File: src/hw/rtl/cgm_pkg.sv
`timescale 1ns / 1ps
`default_nettype none

package cgm_pkg;

  // Grid geometry.
  localparam int MAX_SIDE  = 64;
  localparam int SIDE_W    = 7;   // holds MAX_SIDE itself
  localparam int IDX_W     = 6;   // row or column index
  localparam int CNT_W     = 13;  // holds MAX_SIDE * MAX_SIDE

  // Cell size and the constants derived from it.
  localparam int CELL_SIZE = 1000;
  localparam int HALF_CELL = CELL_SIZE / 2;
  localparam int CELL_M1   = CELL_SIZE - 1;

  // Reciprocals for division by the cell size: value * RECIP >> SHIFT.
  localparam int RAD_RECIP = 33555;  // exact for every 15-bit radius plus CELL_M1
  localparam int RAD_SHIFT = 25;
  localparam int POS_RECIP = 16777;  // may fall one short, corrected afterwards
  localparam int POS_SHIFT = 24;

  // Field widths.
  localparam int POS_W     = 24;
  localparam int CIDX_W    = 9;
  localparam int OFF_W     = 15;   // signed cell offset and unclamped index
  localparam int Q_W       = 14;   // quotient magnitude
  localparam int CTR_W     = 16;
  localparam int RAD_W     = 15;

  // Actions.
  localparam logic [1:0] ACT_MARK  = 2'd0;
  localparam logic [1:0] ACT_QPOS  = 2'd1;
  localparam logic [1:0] ACT_QCELL = 2'd2;

  typedef struct packed {
    logic             rd;      // read the row word
    logic [IDX_W-1:0] row;
    logic [IDX_W-1:0] col;
    logic             commit;  // finish the request held in the read registers
    logic             mark;    // set the cell if it is still clear
  } map_req_t;

  typedef struct packed {
    logic             hit;     // cell was marked before this request
    logic [CNT_W-1:0] count;   // marked cells once this request is committed
  } map_stat_t;

  typedef struct packed {
    logic div_en;
    logic fix_en;
  } off_ctl_t;

endpackage

`default_nettype wire

File: src/hw/rtl/cgm_map.sv
`timescale 1ns / 1ps
`default_nettype none

module cgm_map import cgm_pkg::*; (
  input  wire logic     clk,
  input  wire logic     rst_n,
  input  wire logic     clear,
  input  wire map_req_t req,
  output map_stat_t     stat
);

  logic [MAX_SIDE-1:0] mem [MAX_SIDE];
  logic [MAX_SIDE-1:0] rdata_r;
  logic [MAX_SIDE-1:0] row_vld_r;
  logic [IDX_W-1:0]    row_r;
  logic [IDX_W-1:0]    col_r;
  logic [CNT_W-1:0]    count_r;
  logic [MAX_SIDE-1:0] row_word;
  logic [MAX_SIDE-1:0] wdata;
  logic                hit;
  logic                set;

  // A row that has not been written since the last clear reads as all clear.
  always_comb begin
    row_word = row_vld_r[row_r] ? rdata_r : '0;
    hit      = row_word[col_r];
    set      = req.commit && req.mark && !hit;
    wdata    = row_word | (MAX_SIDE'(1) << col_r);
  end

  always_ff @(posedge clk) begin
    if (req.rd) begin
      rdata_r <= mem[req.row];
      row_r   <= req.row;
      col_r   <= req.col;
    end
    if (set) begin
      mem[row_r] <= wdata;
    end
  end

  always_ff @(posedge clk) begin
    if (!rst_n || clear) begin
      row_vld_r <= '0;
      count_r   <= '0;
    end else if (set) begin
      row_vld_r[row_r] <= 1'b1;
      count_r          <= count_r + CNT_W'(1);
    end
  end

  assign stat.hit   = hit;
  assign stat.count = count_r + CNT_W'(set);

endmodule

`default_nettype wire

File: config.mk
export PLATFORM = sky130hd
export DESIGN_NAME = cgm_map
export DESIGN_NICKNAME = d
export VERILOG_FILES = /design/src/hw/rtl/cgm_pkg.sv /design/src/hw/rtl/cgm_map.sv
export SDC_FILE = /design/constraint.sdc
export NUM_CORES = 2
export LEC_CHECK = 0
export BUFFER_PORTS_ARGS = -buffer_cell sky130_fd_sc_hd__buf_2
export CORE_ASPECT_RATIO = 0.6
export CORE_MARGIN = 1.5
export CORE_UTILIZATION = 46
export DETAILED_ROUTE_END_ITERATION = 10
export MAX_ROUTING_LAYER = met4
export PLACE_DENSITY = 0.59
export SETUP_SLACK_MARGIN = 0.02
export SYNTH_ARGS = -nofsm -noshare
export SYNTH_HDL_FRONTEND = slang
export SYNTH_SLANG_ARGS = --single-unit
File: constraint.sdc
create_clock -name clk -period 13.8 [get_ports clk]
set_input_delay 2.76 -clock clk [delete_from_list [all_inputs] [get_ports clk]]
set_output_delay 2.76 -clock clk [all_outputs]
set_load 0.05 [all_outputs]
Word-level counts from Yosys, hierarchy flattened
Memories as Yosys holds them, arrays and structs flattened. A register that Yosys moved wholly into a read port is not among the register bits.
Index checks and enable logic that the tools add are counted.

storage, ports and cells
  register bits = 89
  latch bits = 0
  memory bits (writable) = 4096
  memory bits (read-only) = 0
  input bits = 18
  output and inout port bits = 14
  logic and storage cells = 28
  memories kept = 1

memories
  memory  depth  bits a word  read ports  clocked after Yosys merged registers in  wr ports  RTL line       source
  mem     64     64           1           1                                        1         cgm_map.sv:12  logic [MAX_SIDE-1:0] mem [MAX_SIDE];

cells by class
  add/subtract/negate cells = 2
  multiply operators = 0
  div/mod/pow operators = 0
  order comparisons = 3
  equal/unequal tests = 0
  shift-type cells = 1
  multiplexer cells = 9
  bitwise operators = 2
  reduce and logical (&&, ||, !) cells = 6

operators with widths
  operator               number
  $or 64x64->64          2
  $mux 64                1
  $shl 1x6->64 const A   1
  $lt 6x7->1 const B     2
  $add 13x1->13          1
  $add 13x1->13 const B  1
  $bmux 1 s6             2
  $demux 1 s6            1
  $ge 6x1->1 const B     1
  $mux 1                 5
  $logic_and 1x1->1      3
  $logic_not 1->1        2
  $logic_or 1x1->1       1

Depth between registers and ports, before layout
  depth after elaboration = 9
  mapped depth = 16
  depth with buffers taken out = 12

Worst setup path before layout
Ideal clock, no wire load.

  kind = in2reg
  from = in req[1] in the netlist's numbering
  to = mem mem[6][0], enable pin
  library setup time = 643 ps
  arrival = 9568 ps
  data required time = 13157 ps
  setup slack = 3589 ps
  stages = 4
  buffers on the path = 1
  cell sequence = and2_1 -> buf_1 -> nand2_1 -> nor4_1

between the ends
  word-level cells in the longest chain between the ends = 4

RTL lines
  what                            RTL line       source
  start: declaration              cgm_map.sv:8   input wire map_req_t req,
  $logic_and 1x1->1 (2 in a row)  cgm_map.sv:27  set = req.commit && req.mark && !hit;
  $mux 1                          cgm_map.sv:37  if (set) begin
  $mux 1 (not written as such)    cgm_map.sv:38  mem[row_r] <= wdata;
  end: declaration                cgm_map.sv:12

No other way between the ends.

==> metrics.cfg <==
[synth]
syn_area_per_cell_um2 = 25.1
synth_cells = 6465
synth_nets = 6486
synth_edf_count = 4172
synth_flop_cell = edfxtp_1
synth_cell_types = 51
synthArstFlopShare_pct = 0
ys_seq_elements = 4249
syn-cell-area_um2 = 162000
ys_warn_count = 0
ys_seq_area_share_pct = 78.3

[clock_network]
numClockSinks = 4249
post-cts-setup-buffers = 0
htree_levels = 5
clk_pin_slew_ps = 60
cts_buffer_depth = 4
cts_tree = done
ctsResizeCount = 0
hold_buffers = 0
numCtsBuffers = 371
clock_latency_ps = 930
root_buffer = clkbuf_16

[critical_path]
crit_path_max_fanout = 28
crit_slowest_cell = mux4_2
cp-end-kind = output pin
crit_chain = buf_4, mux4_2, a22o_1, a221oi_1, o22ai_1, o22ai_4, nand2_1, inv_1, ha_1, ha_1, nand3_1, nor2_1, xor2_1, buf_2
crit_type = reg2out
cpPeakStageDelay_ps = 570
crit_required_ps = 11040
cp-start-kind = flip-flop
ff2ff_path_depth = 11
worstPathArrival_ps = 5310
crit_top_cell = ha_1
rrSetupSlack_ps = 7590

[sta]
fin_skew_ps = 47.1
finalHoldViolCount = 0
rsz0062_at_grt = false
worst_pin_slew_ps = 1300
fmax_mhz = 124
finalSetupViolCount = 0
fin_crit_ps = 8070
final-max-slew-violation-count = 0
tns_ps = 0
fin_crit_sh_pct = 58.5
fin_ws_ps = 5730
slew_headroom_pct = 13.0

[layout]
syn_to_final_growth_pct = 11.9
final_common_cell = edfxtp_1
drive_gt1_share_pct = 32.6
nFillCells = 26500
final_nets = 6790
final_cell_mix = 4,172 x edfxtp_1, 1,364 x mux4_2, 381 x clkbuf_16
design_area_um2 = 181000

[floorplan]
die_width_um = 769
io_pins = 32
fp.coreArea_um2 = 350000
rows = 168
die_y_um = 463
start_util_pct = 46.3
die-area_um2 = 356000

[routing]
antenna_left = 0
vias = 77700
drcViolationCount = 0
drtIter0Drc = 13000
drtPass1Iterations = 6
postRouteWirelength_mm = 460
wire_per_inst_um = 39.2
vias_per_cell = 6.62

[placement]
placed_area_um2 = 169000
hpwl_mm = 232
port_buffers = 31
dpl_worst_slack_ps = 6150
gp_congestion = 0.850

[job]
maxCapViolations = 0

[grt]
grt_max_degree = 147
grt_pass1_vias = 74700
antenna_found_initial = 18
track_usage_pct = 26.4
grt-ovfl-total = 0
grt_first_pass_wirelength_mm = 629

[pwr]
power.density_nw_per_um2 = 145
leakagePower_nw = 56.0
peakVddDrop_uv = 97.8

[min_path]
hp-class = reg2reg
holdPathStages = 2

[status]
status = finished clean

==> power breakdown <==
group / internal [W] / switching, W
clock: 0.00564 / 0.00468
combinational: 0.000521 / 0.000904
sequential: 0.0145 / 0.0000750
total: 0.0206 / 0.00566
==> critical path: cells and delay by family (launching register included) <==
family	cells	cell delay, ps
compound gates	4	1420
xor+xnor	1	180
fa+ha+maj	2	500
buf+inv	3	790
flops	1	330
mux	1	570
simple gates	3	590
==> cell usage after synthesis (4+ instances only) <==
library cell,count,area (µm²)
nor3_1,48,240
inv_1,4,15.0
nor2_1,46,173
nand2b_1,16,100
buf_2,43,215
buf_1,70,263
a22o_1,60,526
nand4b_1,4,35.0
dfxtp_1,77,1540
xnor2_1,6,52.6
a22oi_1,5,37.5
or2_2,5,31.3
or3_1,9,56.3
o21ai_0,55,275
edfxtp_1,4172,125000
nand3b_1,4,30.0
o21a_1,19,143
a21oi_1,14,70.1
nand2_1,80,300
o31ai_1,8,60.1
nand3_1,20,100
clkbuf_1,242,908
or4_1,8,60.1
xor2_1,5,43.8
nor2b_1,8,50.1
and2_1,4,25.0
nand4_1,8,50.1
mux2i_1,25,250
mux4_2,1364,30700
==> layer usage <==
layer | global-route usage [%] | share of wire, % | vias up
met5 | - | 0 | -
li1 | - | - | 28900
met3 | 5.54 | 12 | 626
met4 | 5.35 | 2.2 | 0
met2 | 36.5 | 44 | 4994
met1 | 40.9 | 42 | 43200
==> path summary, 6_finish.rpt <==
path	startpoint	endpoint
max	col_r[0]$_DFFE_PP_	stat[6]
min	row_vld_r[48]$_SDFFE_PP0N_	row_vld_r[48]$_SDFFE_PP0N_
max reg2reg	col_r[0]$_DFFE_PP_	mem[22][50]$_DFFE_PP_
min reg2reg	row_vld_r[48]$_SDFFE_PP0N_	row_vld_r[48]$_SDFFE_PP0N_
==> cell families after synthesis <==
family	synth area share [%]
flip-flops	78.3
multiplexers	19.1
XOR/XNOR	0.0595
AND/OR/NAND/NOR	0.815
buffers and inverters	0.895
adder cells (fa/ha/maj)	0.0232
AO/OA/AOI/OAI	0.769
==> state kept, by name, summed over array words and instances (netlist names) <==
signal	flops
rdata_r	64
row_vld_r	64
row_r	6
col_r	6
count_r	13
mem	4096
==> metrics by stage <==
step	hold slack [ps]	power (W)	utilization [%]	cells
global route	481	0.0270	51.8	11700
floorplan	420	0.0157	-	6465
detailed placement	441	0.0162	48.4	11100
global placement	432	0.0162	48.4	11100
finish	456	0.0263	51.8	11700
CTS	456	0.0264	51.8	11700
==> cell type report <==
cell class,count,area (µm²),area share [%]
multi-input cells,1851,34400,19.0
clock buffers,456,9840,5.43
well taps,4675,5850,3.23
repair buffers,291,2460,1.36
diodes,8,20.0,0.0110
flip-flops and latches,4249,127000,70.0
clock inverters,214,1870,1.03
inverters,5,18.8,0.0104
Power figures use the tool's default switching activity.
