[src/hw/rtl/cgm_pkg.sv]
`timescale 1ns / 1ps
`default_nettype none

package cgm_pkg;

  // Grid geometry.
  localparam int MAX_SIDE  = 64;
  localparam int SIDE_W    = 7;   // holds MAX_SIDE itself
  localparam int IDX_W     = 6;   // row or column index
  localparam int CNT_W     = 13;  // holds MAX_SIDE * MAX_SIDE

  // Cell size and the constants derived from it.
  localparam int CELL_SIZE = 1000;
  localparam int HALF_CELL = CELL_SIZE / 2;
  localparam int CELL_M1   = CELL_SIZE - 1;

  // Reciprocals for division by the cell size: value * RECIP >> SHIFT.
  localparam int RAD_RECIP = 33555;  // exact for every 15-bit radius plus CELL_M1
  localparam int RAD_SHIFT = 25;
  localparam int POS_RECIP = 16777;  // may fall one short, corrected afterwards
  localparam int POS_SHIFT = 24;

  // Field widths.
  localparam int POS_W     = 24;
  localparam int CIDX_W    = 9;
  localparam int OFF_W     = 15;   // signed cell offset and unclamped index
  localparam int Q_W       = 14;   // quotient magnitude
  localparam int CTR_W     = 16;
  localparam int RAD_W     = 15;

  // Actions.
  localparam logic [1:0] ACT_MARK  = 2'd0;
  localparam logic [1:0] ACT_QPOS  = 2'd1;
  localparam logic [1:0] ACT_QCELL = 2'd2;

  typedef struct packed {
    logic             rd;      // read the row word
    logic [IDX_W-1:0] row;
    logic [IDX_W-1:0] col;
    logic             commit;  // finish the request held in the read registers
    logic             mark;    // set the cell if it is still clear
  } map_req_t;

  typedef struct packed {
    logic             hit;     // cell was marked before this request
    logic [CNT_W-1:0] count;   // marked cells once this request is committed
  } map_stat_t;

  typedef struct packed {
    logic div_en;
    logic fix_en;
  } off_ctl_t;

endpackage

`default_nettype wire

[src/hw/rtl/cgm_offset.sv]
`timescale 1ns / 1ps
`default_nettype none

module cgm_offset import cgm_pkg::*; (
  input  wire logic                    clk,
  input  wire off_ctl_t                ctl,
  input  wire logic signed [POS_W-1:0] pos,
  output logic signed [OFF_W-1:0]      off
);

  logic [POS_W-1:0]    mag;
  logic [37:0]         prod;
  logic [POS_W-1:0]    mag_r;
  logic                neg_r;
  logic [Q_W-1:0]      q0_r;
  logic [POS_W-1:0]    rem;
  logic [Q_W-1:0]      q;
  logic signed [OFF_W-1:0] off_r;
  logic signed [OFF_W-1:0] off_nxt;

  // Negative coordinates round away from zero: ceil((1 - v) / C) = floor((C - v) / C).
  always_comb begin
    if (pos[POS_W-1]) begin
      mag = POS_W'((POS_W+1)'(CELL_SIZE) - {pos[POS_W-1], pos});
    end else begin
      mag = pos;
    end
    prod = 38'(mag) * 38'(POS_RECIP);
  end

  always_ff @(posedge clk) begin
    if (ctl.div_en) begin
      mag_r <= mag;
      neg_r <= pos[POS_W-1];
      q0_r  <= prod[37:POS_SHIFT];
    end
  end

  // The estimate is at most one below the true quotient.
  always_comb begin
    rem = mag_r - POS_W'(q0_r * POS_W'(CELL_SIZE));
    q   = q0_r + Q_W'(rem >= POS_W'(CELL_SIZE));
    if (neg_r) begin
      off_nxt = -$signed({1'b0, q});
    end else begin
      off_nxt = $signed({1'b0, q});
    end
  end

  always_ff @(posedge clk) begin
    if (ctl.fix_en) begin
      off_r <= off_nxt;
    end
  end

  assign off = off_r;

endmodule

`default_nettype wire

[config.mk]
export PLATFORM = sky130hd
export DESIGN_NAME = cgm_offset
export DESIGN_NICKNAME = d
export VERILOG_FILES = /design/src/hw/rtl/cgm_pkg.sv /design/src/hw/rtl/cgm_offset.sv
export SDC_FILE = /design/constraint.sdc
export NUM_CORES = 1
export LEC_CHECK = 0
export ABC_AREA = 1
export BUFFER_PORTS_ARGS = -buffer_cell sky130_fd_sc_hd__clkbuf_2
export CAP_MARGIN = 10
export CORE_MARGIN = 1
export CORE_UTILIZATION = 60
export CTS_CLUSTER_DIAMETER = 40
export DETAILED_ROUTE_END_ITERATION = 12
export GPL_TIMING_DRIVEN = 0
export MAX_ROUTING_LAYER = met4
export PLACE_DENSITY = 0.78
export SYNTH_ARGS = -nofsm -noshare
export SYNTH_HDL_FRONTEND = slang
export SYNTH_SLANG_ARGS = --single-unit
export TNS_END_PERCENT = 30
[constraint.sdc]
create_clock -name clk -period 13.7 [get_ports clk]
set_clock_uncertainty 0.15 [all_clocks]
set_input_delay 2.055 -clock clk [delete_from_list [all_inputs] [get_ports clk]]
set_output_delay 2.055 -clock clk [all_outputs]
set_load 0.02 [all_outputs]
Yosys cells after proc, flatten, opt, wreduce, memory -nomap -nowiden
Cells that the tools add are included.
{ "classes": {"magnitude_cmp": 1, "n_mux": 2, "n_addsub": 4, "multipliers": 2} }
{ "op_table": {"columns": ["cell", "count"], "rows": [
  ["multiplier 24 x 15 -> 38 bit (second input constant)", 1],
  [">= comparator 24 x 10 -> 1 bit (second input constant)", 1],
  ["two-way mux 24 bit", 1],
  ["subtractor 11 x 24 -> 24 bit (first input constant)", 1],
  ["subtractor 24 bit", 1],
  ["multiplier 14 x 7 -> 21 bit (second input constant)", 1],
  ["negation 14 -> 15 bit", 1],
  ["adder 14 x 1 -> 14 bit", 1],
  ["two-way mux 14 bit", 1]
]} }
{ "word_totals": {"in_bits": 27, "register_bits": 54} }

Longest topological paths before layout
Gate-level depths: netlist of run 1.
{ "logic_depth": {"word_depth": 6, "depth_mapped": 43, "depth_no_buf": 43} }

Worst setup path before layout of run 1
Ideal clock, no wire load.
{ "synth_timing": {"path_type": "input -> register", "start": "input port pos[0]", "end": "register q0_r[12] (data pin)", "path_buffers": 0, "arrival_ns": 6.737, "slack_ns": 6.545, "cell_stages": 28, "path_cell_list": "inv_1 > ha_1 > nand2_1 > nand2_2 > nand2_2 > nand2_2 > nor2_4 > nand3_4 > nand2_2 > nand2_2 > xnor2_1 > ha_1 > ha_1 > fa_1 > inv_1 > fa_1 > inv_1 > fa_1 > ha_1 > ha_1 > nand2_1 > inv_1 > a21oi_1 > inv_1 > a21oi_1 > o211a_1 > nand2_1 > xor2_1"} }
{ "synth_between": {"elab_chain_cells": 3} }
{ "synth_rtl": {"columns": ["item", "line_no", "source"], "rows": [
  ["start: declaration", "cgm_offset.sv:7", "input wire logic signed [POS_W-1:0] pos,"],
  ["subtractor 11 x 24 -> 24 bit", "cgm_offset.sv:24", "mag = POS_W'((POS_W+1)'(CELL_SIZE) - {pos[POS_W-1], pos});"],
  ["two-way mux 24 bit", "cgm_offset.sv:23", "if (pos[POS_W-1]) begin"],
  ["named net mag[14]", "cgm_offset.sv:11", "logic [POS_W-1:0] mag;"],
  ["multiplier 24 x 15 -> 38 bit", "cgm_offset.sv:28", "prod = 38'(mag) * 38'(POS_RECIP);"],
  ["named net prod[36]", "cgm_offset.sv:12", "logic [37:0] prod;"],
  ["end signal: assignment", "cgm_offset.sv:35", "q0_r <= prod[37:POS_SHIFT];"],
  ["end: declaration", "cgm_offset.sv:15", "logic [Q_W-1:0] q0_r;"]
]} }
The timed path passes the listed nets, and every way through them passes these cells.
A chain may end at the register's enable or synchronous reset.

Worst setup path after layout of run 1
{ "layout_timing": {"start": "register q0_r[0]", "end": "register off_r[11] (netlist: off[11]) (data pin)"} }
{ "layout_between": {"elab_chain_cells": 6} }
{ "layout_rtl": {"columns": ["item", "line_no", "source"], "rows": [
  ["multiplier 14 x 7 -> 21 bit", "cgm_offset.sv:41", "rem = mag_r - POS_W'(q0_r * POS_W'(CELL_SIZE));"],
  ["subtractor 24 bit", "cgm_offset.sv:41", null],
  [">= comparator 24 x 10 -> 1 bit", "cgm_offset.sv:42", "q = q0_r + Q_W'(rem >= POS_W'(CELL_SIZE));"],
  ["adder 14 x 1 -> 14 bit (*)", "cgm_offset.sv:42", null],
  ["negation 14 -> 15 bit", "cgm_offset.sv:44", "off_nxt = -$signed({1'b0, q});"],
  ["two-way mux 14 bit (*)", "cgm_offset.sv:43", "if (neg_r) begin"],
  ["named net off_nxt[11]", "cgm_offset.sv:19", "logic signed [OFF_W-1:0] off_nxt;"],
  ["end signal: assignment", "cgm_offset.sv:52", "off_r <= off_nxt;"],
  ["end: declaration", "cgm_offset.sv:18", "logic signed [OFF_W-1:0] off_r;"]
]} }
Mark *: on every way through the listed nets, which the timed path passes. The rest lies on a longest branch.

==> results of run 1 <==
-- kinds of logic (layout without fill, tap and decap cells) --
family	count (synthesis)	after routing	share of synthesized area
compound gates	157	157	0.08313
xor+xnor	72	72	0.06080
fa+ha+maj	335	335	0.4523
buf+inv	270	319	0.09355
flops	51	51	0.1402
simple gates	429	429	0.1700
-- sequential cells by signal, summed over array words and instances, names as in the netlist --
name   count
mag_r     21
neg_r      1
off       15
q0_r      14
-- path summary, 6_finish.rpt --
check / slack (ns) / cells past startpoint / to / start
hold reg to reg: 0.79 / 2 / off[1] / neg_r
setup / recovery: 5.53 / 34 / off[11] / q0_r[0]
hold / removal: 0.79 / 2 / off[1] / neg_r
setup reg to reg: 5.53 / 34 / off[11] / q0_r[0]
-- per-layer routing --
layer / track usage / vias to the layer above
met2: 0.5168 / 166
li1: - / 4381
met5: - / -
met4: 0.09219 / 0
met3: 0.01852 / 38
met1: 0.3515 / 4122
-- Yosys cell counts, types with 8 or more instances --
cell / instances
sky130_fd_sc_hd__ha_1: 235
sky130_fd_sc_hd__a21oi_1: 68
sky130_fd_sc_hd__nand2_1: 225
sky130_fd_sc_hd__o21ai_0: 39
sky130_fd_sc_hd__xnor2_1: 30
sky130_fd_sc_hd__a31oi_1: 8
sky130_fd_sc_hd__edfxtp_1: 51
sky130_fd_sc_hd__fa_1: 100
sky130_fd_sc_hd__nand3_1: 49
sky130_fd_sc_hd__inv_1: 262
sky130_fd_sc_hd__nor2_1: 94
sky130_fd_sc_hd__xor2_1: 39
sky130_fd_sc_hd__a21o_1: 12
sky130_fd_sc_hd__nand4_1: 21
-- through the flow --
step           utilization  instance area [um2]  setup WS, ns  hold WS [ns]  instances
2_1_floorplan            -                10930         6.545        0.5934       1314
3_3_place_gp        0.6508                11410         5.370        0.7315       1580
3_5_place_dp        0.6512                11420         5.369        0.7485       1580
4_1_cts             0.6598                11570         5.570        0.7664       1588
5_1_grt             0.6598                11570         4.970        0.8444       1588
6_report            0.6598                11570         5.531        0.7938       1588
-- critical path: cells and delay by family, from the launching register on --
family	cells	cell delay (ns)
fa+ha+maj	8	3.31
buf+inv	4	0.23
simple gates	12	2.05
xor+xnor	4	0.79
compound gates	6	0.80
flops	1	0.59
-- area by class of cell --
class | instances | area share
clock buffers | 5 | 0.01081
multi-input cells | 993 | 0.7242
well taps | 225 | 0.02433
clock inverters | 3 | 0.002271
inverters | 266 | 0.08629
plain buffers | 4 | 0.002054
repair buffers | 41 | 0.01773
flip-flops and latches | 51 | 0.1324
==> run summary, run 1 <==
### Placed design
- **last weighted congestion value of the routability-driven placer** 0.9316
- **HPWL after DPL** 21000 um
- **IO buf count** 41

### Floorplanning
- **Row Count** 48
- **die footprint** 0.01876 mm2
- **I/O pin count** 42
- **initial standard-cell utilization of the core** 0.6231
- **width of the die** 137.0 um
- **Die Height** 137.0 um
- **Core Area** 0.01754 mm2

### GRT
- **largest net degree at the start of global routing** 37
- **number of antenna violations at the first check in global routing** 0
- **grt ovf** 0
- **GRT Resource Usage Total** 0.2910
- **via count of the first global-routing pass** 8989
- **global-route wire length before repair** 41000 um

### Timing
- **Slew Limit Headroom** 0.2402
- **final number of setup-violating endpoints** 0
- **unrepaired setup endpoints after global routing** false
- **Achievable Freq** 122.4 MHz
- **final period demand of the worst path** 8.169 ns
- **count of pins over their slew limit** 0
- **measured slew at the worst slew-check pin** 1.132 ns
- **part of the cycle the worst path needs** 0.5963
- **final hold violations** 0
- **accumulated negative setup slack** 0 ns

### Worst setup path
- **Crit-path slowest cell** sky130_fd_sc_hd__edfxtp_1
- **CP peak stage delay** 0.59 ns
- **Critical Path End Type** register
- **start-to-end type of the worst setup path** reg2reg
- **required arrival time at the worst endpoint** 13.62 ns
- **worst endpoint data arrival time** 8.09 ns
- **largest fanout of any net on the critical path** 6
- **type of origin of the critical path** register

### Drt
- **uppermost layer routed** met4
- **DR vias** 8707
- **post-detailed-route DRC marker count** 0
- **routed wire length on met2** 12170 um
- **number of design-rule violations left by the first detailed-router iteration** 401
- **wire length on met3** 769 um
- **met1 WL** 10910 um
- **antenna-violating nets left** 0
- **number of search-and-repair iterations in the first detailed-routing pass** 6
- **total wirelength of the detailed-routed design** 24460 um
- **number of vias per cell** 5.483
- **Wirelength per Cell** 15.40 um

### Synth
- **mapped cell area** 0.01093 mm2
- **share of Yosys cell area claimed by the top area cell type** 0.2691
- **number of nets produced by synthesis** 1676
- **post-synthesis cell count** 1314
- **register area share after synthesis** 0.1402
- **largest cells by area after synthesis** sky130_fd_sc_hd__ha_1 (27%), sky130_fd_sc_hd__fa_1 (18%), sky130_fd_sc_hd__edfxtp_1 (14%), sky130_fd_sc_hd__inv_1 (9.0%), sky130_fd_sc_hd__nand2_1 (7.7%)
- **Synth Flop Type** sky130_fd_sc_hd__edfxtp_1
- **count of state elements after synthesis** 51
- **async set-reset flop share out of synthesis** 0
- **number of distinct library cells after synthesis** 44
- **mean area per synthesized cell** 8.316 um2
- **cell type contributing the most total cell area after synthesis** sky130_fd_sc_hd__ha_1
- **number of warnings issued by yosys** 0
- **number of enable flip-flop cells after synthesis** 51

### Final layout
- **most frequent cells in the layout** sky130_fd_sc_hd__inv_1 (262), sky130_fd_sc_hd__ha_1 (235), sky130_fd_sc_hd__nand2_1 (225)
- **leading cell type in the layout, fill and taps excluded** sky130_fd_sc_hd__inv_1
- **number of antenna cells inserted** 0
- **Multi-input gate area** 0.008379 mm2
- **share of cells above drive strength 1** 0.05943
- **layout net count** 1724
- **fillcell total** 1504
- **Sequential Area** 0.001531 mm2
- **synthesis-to-layout area growth** 5.897%

### Clock network
- **clock latency on the worst-skew pair** 0.31 ns
- **Clock transition at path regs** 0.08 ns
- **H-tree depth reported by CTS** 2
- **clock tree sinks** 51
- **cells resized by post-CTS repair** 0
- **Post-CTS Hold Fix Bufs** 0
- **number of buffers inserted by post-CTS setup repair** 0
- **TritonCTS Buffers** 5
- **buffer cell driving the clock tree root** sky130_fd_sc_hd__clkbuf_16
- **buffer levels on the longest clock path** 2
- **CTS tree** built

### Hold path
- **path category of the worst min-delay check** reg2reg

### Outcome
- **outcome** finished, final reports clean

### Job
- **max-cap violation count** 0

Power of run 1 is left out: the tool's default activity adds up to more than one toggle a clock period on the data nets, which glitch-free logic cannot reach.
==> run 2, diff against run 1 <==
--- a/config.mk
+++ b/config.mk
@@ -5,16 +5,16 @@
 export SDC_FILE = /design/constraint.sdc
 export NUM_CORES = 1
 export LEC_CHECK = 0
-export ABC_AREA = 1
+export ABC_AREA = 0
 export BUFFER_PORTS_ARGS = -buffer_cell sky130_fd_sc_hd__clkbuf_2
 export CAP_MARGIN = 10
 export CORE_MARGIN = 1
-export CORE_UTILIZATION = 60
+export CORE_UTILIZATION = 59
 export CTS_CLUSTER_DIAMETER = 40
 export DETAILED_ROUTE_END_ITERATION = 12
 export GPL_TIMING_DRIVEN = 0
 export MAX_ROUTING_LAYER = met4
-export PLACE_DENSITY = 0.78
+export PLACE_DENSITY = 0.8
 export SYNTH_ARGS = -nofsm -noshare
 export SYNTH_HDL_FRONTEND = slang
 export SYNTH_SLANG_ARGS = --single-unit
==> constraint.sdc (replaced) <==
create_clock -name clk -period 6.93 [get_ports clk]
set_clock_uncertainty 0.15 [all_clocks]
set_input_delay 1.0395 -clock clk [delete_from_list [all_inputs] [get_ports clk]]
set_output_delay 1.0395 -clock clk [all_outputs]
set_load 0.02 [all_outputs]
==> run summary, run 2 <==
### Synth
- **mean area per synthesized cell** 9.745 um2
- **mapped cell area** 0.01003 mm2
- **count of state elements after synthesis** 51
- **most frequent cells after synthesis** sky130_fd_sc_hd__ha_1 (235), sky130_fd_sc_hd__inv_1 (192), sky130_fd_sc_hd__fa_1 (100)
- **cell type contributing the most total cell area after synthesis** sky130_fd_sc_hd__ha_1
- **basic-gate share of the synthesized area counting and, or, nand and nor cells** 0.09933
- **share of the synthesized area in compound gates (AO/OA/AOI/OAI)** 0.1116
- **number of nets produced by synthesis** 1391
- **number of distinct library cells after synthesis** 64
- **share of Yosys cell area claimed by the top area cell type** 0.2932
- **xor/xnor cell area share of the yosys netlist** 0.06626
- **async set-reset flop share out of synthesis** 0
- **synthesized-area fraction occupied by adder cells** 0.4929
- **number of enable flip-flop cells after synthesis** 51
- **register area share after synthesis** 0.1527
- **post-synthesis cell count** 1029
- **cell with the most instances after synthesis** sky130_fd_sc_hd__ha_1
- **largest cells by area after synthesis** sky130_fd_sc_hd__ha_1 (29%), sky130_fd_sc_hd__fa_1 (20%), sky130_fd_sc_hd__edfxtp_1 (15%), sky130_fd_sc_hd__inv_1 (7.2%), sky130_fd_sc_hd__xnor2_1 (4.9%)
- **proportion of synthesized area in mux cells** 0.001123
- **Synth Flop Type** sky130_fd_sc_hd__edfxtp_1
- **number of warnings issued by yosys** 0
- **dominant combinational cell family by area after synthesis** adder cells

### Drt
- **total wirelength of the detailed-routed design** 22590 um
- **number of design-rule violations left by the first detailed-router iteration** 345
- **post-detailed-route DRC marker count** 0
- **antenna-violating nets left** 0
- **number of vias per cell** 5.711
- **Wirelength per Cell** 16.88 um
- **DR vias** 7641
- **number of search-and-repair iterations in the first detailed-routing pass** 5

### Floorplanning
- **initial standard-cell utilization of the core** 0.6046
- **die footprint** 0.01752 mm2
- **Die Height** 132.4 um
- **I/O pin count** 42
- **Row Count** 47
- **Core Area** 0.01658 mm2
- **width of the die** 132.4 um

### Worst setup path
- **worst flop-to-flop path startpoint** q0_r[0]
- **required arrival time at the worst endpoint** 6.91 ns
- **start-to-end type of the worst setup path** reg2reg
- **worst r2r dst** off[8]
- **cell depth of the worst setup path** 33
- **timing startpoint of the critical path** q0_r[0]
- **CP peak stage delay** 0.57 ns
- **type of origin of the critical path** register
- **flop2flop setup slack** -1.32 ns
- **depth of the worst register-to-register path** 33
- **most used cell, CP** sky130_fd_sc_hd__fa_1
- **Crit-path slowest cell** sky130_fd_sc_hd__fa_1
- **largest fanout of any net on the critical path** 4
- **endpoint of the worst setup timing path** off[8]
- **worst endpoint data arrival time** 8.23 ns
- **crit path buf inv count** 4
- **Critical Path End Type** register
- **cell class contributing the biggest share of worst-path delay** adder cells

### Clock network
- **H-tree depth reported by CTS** 2
- **CTS tree** built
- **buffer cell driving the clock tree root** sky130_fd_sc_hd__clkbuf_16
- **TritonCTS Buffers** 5
- **buffer levels on the longest clock path** 2
- **clock latency on the worst-skew pair** 0.30 ns
- **Clock transition at path regs** 0.07 ns
- **Post-CTS Hold Fix Bufs** 0
- **clock tree sinks** 51

### Outcome
- **outcome** complete, but fails checks
- **violations in the final reports** setup timing

### GRT
- **via count of the first global-routing pass** 7813
- **largest net degree at the start of global routing** 37
- **grt ovf** 0
- **number of antenna violations at the first check in global routing** 0
- **global-route wire length before repair** 36910 um
- **GRT Resource Usage Total** 0.2727

### Placed design
- **HPWL after DPL** 17990 um
- **IO buf count** 41
- **Area after DPL** 0.01070 mm2
- **total instance count after detailed placement** 1290
- **last weighted congestion value of the routability-driven placer** 0.9514

### Timing
- **count of pins over their slew limit** 0
- **Slew Limit Headroom** 0.3485
- **final hold violations** 0
- **final period demand of the worst path** 8.248 ns
- **part of the cycle the worst path needs** 1.190
- **accumulated negative setup slack** -16.39 ns
- **Achievable Freq** 121.2 MHz
- **final number of setup-violating endpoints** 21
- **unrepaired setup endpoints after global routing** true
- **worst hold slack across all endpoints** 0.7893 ns
- **Final Worst Setup Slack** -1.318 ns
- **measured slew at the worst slew-check pin** 0.9703 ns

### Final layout
- **layout net count** 1479
- **leading cell type in the layout, fill and taps excluded** sky130_fd_sc_hd__ha_1
- **share of cells above drive strength 1** 0.1726
- **register containing the most flip-flops in the final layout** mag_r
- **fillcell total** 1206
- **post-route non-filler standard cell count** 1338
- **most frequent cells in the layout** sky130_fd_sc_hd__ha_1 (225), sky130_fd_sc_hd__inv_1 (179), sky130_fd_sc_hd__fa_1 (99)
- **number of antenna cells inserted** 0
- **number of flip-flops under the largest register name** 21
- **design area** 0.01158 mm2
- **Multi-input gate area** 0.008314 mm2
- **synthesis-to-layout area growth** 15.45%
- **Sequential Area** 0.001531 mm2

### Hold path
- **Hold Path Cell Cnt** 3
- **path category of the worst min-delay check** reg2reg

### Job
- **max-cap violation count** 0

-- run 2: cell count changes in the layout (fill, tap and decap cells not counted), sizes merged, moves of 13 or more --
cell    change
nor2       -63
xor2       -23
inv        -73
nand4      -13
nand3      -30
buf        +41
a21oi      -28
nor2b      +13
nand2     -182
xnor2      +26
nand2b     +17
-- run 2: timing repair --
item	in CTS	in global routing
setup buffers	36	6
setup endpoints to repair	29	28
pin swaps	25	21
resized for setup	48	30
-- run 2: cell families (layout without fill, tap and decap cells) --
kind of cell,after synthesis,count (layout)
flip-flops,51,51
multiplexers,1,1
AO/OA/AOI/OAI,171,171
adder cells (fa/ha/maj),335,335
XOR/XNOR,75,75
AND/OR/NAND/NOR,193,193
buffers and inverters,203,292
-- run 2: worst min path at each step --
stage                   end  startpoint
finish               off[9]     q0_r[9]
CTS                 off[13]       neg_r
floorplan            off[5]       neg_r
global route        off[13]       neg_r
detailed placement   off[5]       neg_r
global placement     off[5]       neg_r
-- run 2: tightest hold or removal path, stage by stage, from the launching register on --
cell and delay (ns):
sky130_fd_sc_hd__edfxtp_1 0.40, sky130_fd_sc_hd__buf_4 0.20, sky130_fd_sc_hd__xnor2_1 0.10, sky130_fd_sc_hd__xnor2_1 0.13
-- run 2: cell type report --
type	instances	area share
multi-input combinational	775	0.7182
sequential	51	0.1323
inverter	195	0.06431
timing repair buffer	83	0.04594
tap	220	0.02378
clock buffer	5	0.01081
buffer	6	0.002918
clock inverter	3	0.001729
-- run 2: metrics by stage --
step	util	setup slack, ns
2_1_floorplan	-	-0.4308
3_3_place_gp	0.6453	-1.629
3_5_place_dp	0.6453	-1.593
4_1_cts	0.6854	-1.116
5_1_grt	0.6981	-1.633
6_report	0.6981	-1.318
-- run 2: metal layers --
layer / routed length (um) / part of all wire / track usage
met1: 9777 / 0.43 / 0.3358
met2: 11660 / 0.52 / 0.4795
met3: 791 / 0.035 / 0.02576
met4: 360 / 0.016 / 0.06897
met5: 0 / 0 / -
Power of run 2 is left out for the same reason.
